--- src/rtl/bpt_ram.sv ---
// Generic single-write, single-read RAM with a registered read port.
// Used by the breakout phase tracker for its record table; no dependencies.
module bpt_ram #(
	parameter int WIDTH = 8,
	parameter int DEPTH = 16
) (
	input  logic                                   clk,
	input  logic                                   we,
	input  logic [((DEPTH > 1) ? $clog2(DEPTH) : 1)-1:0] waddr,
	input  logic [WIDTH-1:0]                       wdata,
	input  logic                                   re,
	input  logic [((DEPTH > 1) ? $clog2(DEPTH) : 1)-1:0] raddr,
	output logic [WIDTH-1:0]                       rdata
);

	logic [WIDTH-1:0] mem [DEPTH];

	always_ff @(posedge clk) begin
		if (we) begin
			mem[waddr] <= wdata;
		end
		if (re) begin
			rdata <= mem[raddr];
		end
	end

endmodule
--- config.mk ---
export PLATFORM = sky130hd
export DESIGN_NAME = bpt_ram
export DESIGN_NICKNAME = d
export VERILOG_FILES = /design/src/rtl/bpt_ram.sv
export SDC_FILE = /design/constraint.sdc
export NUM_CORES = 1
export LEC_CHECK = 0
export BUFFER_PORTS_ARGS = -buffer_cell sky130_fd_sc_hd__buf_2
export CORE_ASPECT_RATIO = 1.4
export CORE_MARGIN = 1
export CORE_UTILIZATION = 50
export DETAILED_ROUTE_END_ITERATION = 7
export GPL_ROUTABILITY_DRIVEN = 0
export PLACE_DENSITY = 0.7
export SLEW_MARGIN = 40
export SYNTH_ARGS = -nofsm -noshare
export SYNTH_HDL_FRONTEND = slang
export SYNTH_SLANG_ARGS = --single-unit
--- constraint.sdc ---
create_clock -name clk -period 1.7 [get_ports clk]
set_input_delay 0.085 -clock clk [delete_from_list [all_inputs] [get_ports clk]]
set_output_delay 0.085 -clock clk [all_outputs]
set_load 0.02 [all_outputs]
Word-level counts from Yosys, hierarchy flattened
Memory sizes are Yosys's and may differ from the RTL's. A register that Yosys moved wholly into a read port is not among the register bits.
Cells that the tools add are included.
{"block": "word_totals", "ff_bits": 0, "latchBits": 0, "ramBits": 128, "mem_bits_ro": 0, "in_bits": 19, "output_inout_bits": 8, "wordCells": 3, "memories": 1}
{"memory": "mem", "words": 16, "word_bits": 8, "read_ports": 1, "rd_ports_with_merged_regs": 1, "wr": 1, "line_no": "16", "text": "logic [WIDTH-1:0] mem [DEPTH];"}
{"block": "op_classes", "n_addsub": 0, "multipliers": 0, "div_mod_pow": 0, "n_lt_le_gt_ge": 0, "n_eq_ne": 0, "shift": 0, "muxes": 2, "bitwise_logic": 0, "n_reduce_logical": 0}
{"cell": "$mux 1", "n": 2}

Logic depth before layout (Yosys ltp)
{"block": "logic_depth", "ltp_word": 2, "depth_mapped": 5, "ltp_nobuf": 3}

Worst setup path after synthesis
Ideal clock, no wire load.
{"block": "synth_timing", "kind": "input-to-reg", "start": "input port waddr[2] (netlist bit)", "end": "memory mem[0][0] (enable)", "setup_time_ns": 0.383, "t_arrival_ns": 1.195, "t_required_ns": 1.317, "slack_ns": 0.122, "stages": 2, "path_buffers": 0, "cell_sequence": "or3b_2 -> nor3_1"}
{"element": "start, declared", "line_no": "9", "text": "input logic [((DEPTH > 1) ? $clog2(DEPTH) : 1)-1:0] waddr,"}
{"element": "end, declared", "line_no": "16"}
No word-level cell before the write port.

==> out/qor.yml <==
status: "finished clean"
nets: 306
tritoncts: "built"
internal-power_mw: 6.207
timing_worst_slew_pin_value_ns: 0.4048
port_buffers: 26
cp_top_family: "multiplexers"
grt_pass1_wl_mm: 14.48
layout_commonest_cell: "sky130_fd_sc_hd__edfxtp_1"
fmaxAchievable_mhz: 673.5
fin_crit_sh_pct: 87.34
post-route-drc-count: 0
cp_slowest_stage_delay_ns: 0.51
crit_required_ns: 1.86
ioPinCount: 27
syn_inst: 229
vias: 2520
fin_crit_ns: 1.485
vdd_ir_max_mv: 0.7507
syn_to_final_growth_pct: 18.96
critical_path_buf_inv_count: 0
post_drt_wl_per_cell_um: 22.10
crit_type: "register to register"
drt_first_pass_iters: 5
p_seq_share_pct: 49.5
final_hold_vios: 0
cts_buffers: 17
initial_core_util_pct: 51.96
grt-ovfl-total: 0
cell_chosen_for_the_clock_root: "sky130_fd_sc_hd__clkbuf_16"
post_synth_instance_area_mm2: 0.005228
grt_max_degree: 33
max-slew-margin-rel_pct: 73.01
cts-resized-gates: 0
p_clk_share_pct: 45.7
die_y_um: 123.0
cp_data_arrival_time_ns: 1.64
net-switching-power_mw: 1.463
comb_power_share_pct: 4.7
maxCapViolCount: 0
critical_path.cell_chain: "mux4_1, a22oi_1, nand2_1"
syn_area_per_cell_um2: 22.83
place_inst: 403
placementRows: 43
cts.path.max_buffers: 2
sw_frac_of_total_pct: 19.08
slowest_stage: "sky130_fd_sc_hd__mux4_1"
die_width_um: 88.42
worstHoldPathType: "input pin to register"
cts_sinks: 136
cellPowerDensity_mw_per_mm2: 1233
detailedRoute.firstIterationViolations: 263
setup-violations-final: 0
detail_route.vias_per_cell: 5.806
antenna_violating_nets_post_route: 0
core_area_mm2: 0.01006
finalWirelength_mm: 9.591
antenna_found_initial: 0
rsz_0062_raised_after_global_routing: "false"
setup_tns_ns: 0
postLayoutCellArea_mm2: 0.006218
pre_cts_slack_ns: 0.04746
place.detailed.hpwl_mm: 6.276
end_kind: "register"
layoutNonFillerInstCount: 434
drv_slew: 0
layout.cells.most_common_list: "136 x sky130_fd_sc_hd__edfxtp_1, 26 x sky130_fd_sc_hd__buf_2, 20 x sky130_fd_sc_hd__buf_4"
ys_ff_latch: 136
synth_cell_type_count: 18
clkSlewWorstSetupHoldPaths_ns: 0.06
placed_area_mm2: 0.005650
die_area_mm2: 0.01087
ctsHoldBuffers: 0
crit_fanout: 1
final_layout_size_suffix_gt1_share_pct: 31.44
synth-seq-area-share_pct: 78.12
antenna_cells_inserted: 0
finClkSkew_ns: 0.006990
grt.total_usage_pct: 20.11
ctsHtreeMaxLevel: 4
yosysWarnings: 0
clkLatencyLatePin_ns: 0.41
grt_pass1_vias: 2640
tot_pwr_mw: 7.670
post-route-worst-setup-slack_ns: 0.2152
post_cts_buffers: 0
timing.critical_path.from_type: "register"
total_leakage_power_nw: 2.127
mappedNetlistNets: 248
-- registers in the layout (all words and copies together), names as in the netlist --
name   cells
mem      128
rdata      8
-- metrics by stage --
step	hold slack, ns	utilization [%]
final	0.04394	61.81
after global routing	0.03167	61.81
after CTS	0.03054	61.81
after detailed placement	0.4647	56.16
after global placement	0.4635	56.16
after floorplan	0.1839	-
-- cells in the mapped netlist, drive strengths merged --
cell	n	area share (%)
nand2	9	0.65
edfxtp	136	78
mux4	32	15
buf	7	1.1
or3b	1	0.17
nor3	4	0.38
nand3b	2	0.29
nand2b	2	0.24
nand3	1	0.096
nor2b	1	0.12
a22oi	16	2.3
and2	1	0.12
and2b	1	0.14
nor2	13	0.93
clkdlybuf4s25	3	0.57
-- layout make-up --
class | count | area, um2
Clock buffer | 20 | 436.7
Clock inverter | 11 | 131.4
Fill cell | 713 | 3842
Multi-Input combinational cell | 83 | 1057
Sequential cell | 136 | 4084
Tap cell | 135 | 168.9
Timing Repair Buffer | 49 | 340.3
-- power by group through the flow --
| stage | clock (mW) | sequential (mW) | combinational, mW |
|---|---|---|---|
| after global placement | 0 | 3.86 | 0.360 |
| after CTS | 3.56 | 3.80 | 0.370 |
| after floorplan | 0 | 3.88 | 0.191 |
| after detailed placement | 0 | 3.87 | 0.368 |
| final | 3.51 | 3.80 | 0.364 |
| after global routing | 3.68 | 3.81 | 0.394 |
-- cell families (layout without fill, tap and decap cells) --
logic type,after synthesis,in the layout,synth area share [%]
flip-flops,136,136,78.12
AND/OR/NAND/NOR,35,35,3.136
multiplexers,32,32,14.79
AO/OA/AOI/OAI,16,16,2.298
buffers and inverters,10,80,1.651
-- routing by layer --
| layer | part of all wire (%) | GRT usage, % | vias up |
|---|---|---|---|
| met4 | 3.0 | 11.90 | 0 |
| met2 | 53 | 33.13 | 109 |
| met1 | 38 | 23.13 | 1295 |
| li1 | - | - | 1095 |
| met3 | 6.1 | 5.941 | 21 |
| met5 | 0 | 0 | - |
-- path summary, 6_finish.rpt --
kind | from | end | slack, ns | depth (start not counted)
hold reg to reg | mem[15][2] | rdata[2] | 0.75 | 3
setup / recovery | mem[1][3] | rdata[3] | 0.22 | 3
hold / removal | re | rdata[0] | 0.04 | 1
setup reg to reg | mem[1][3] | rdata[3] | 0.22 | 3
(Power assumes the default switching activity.)
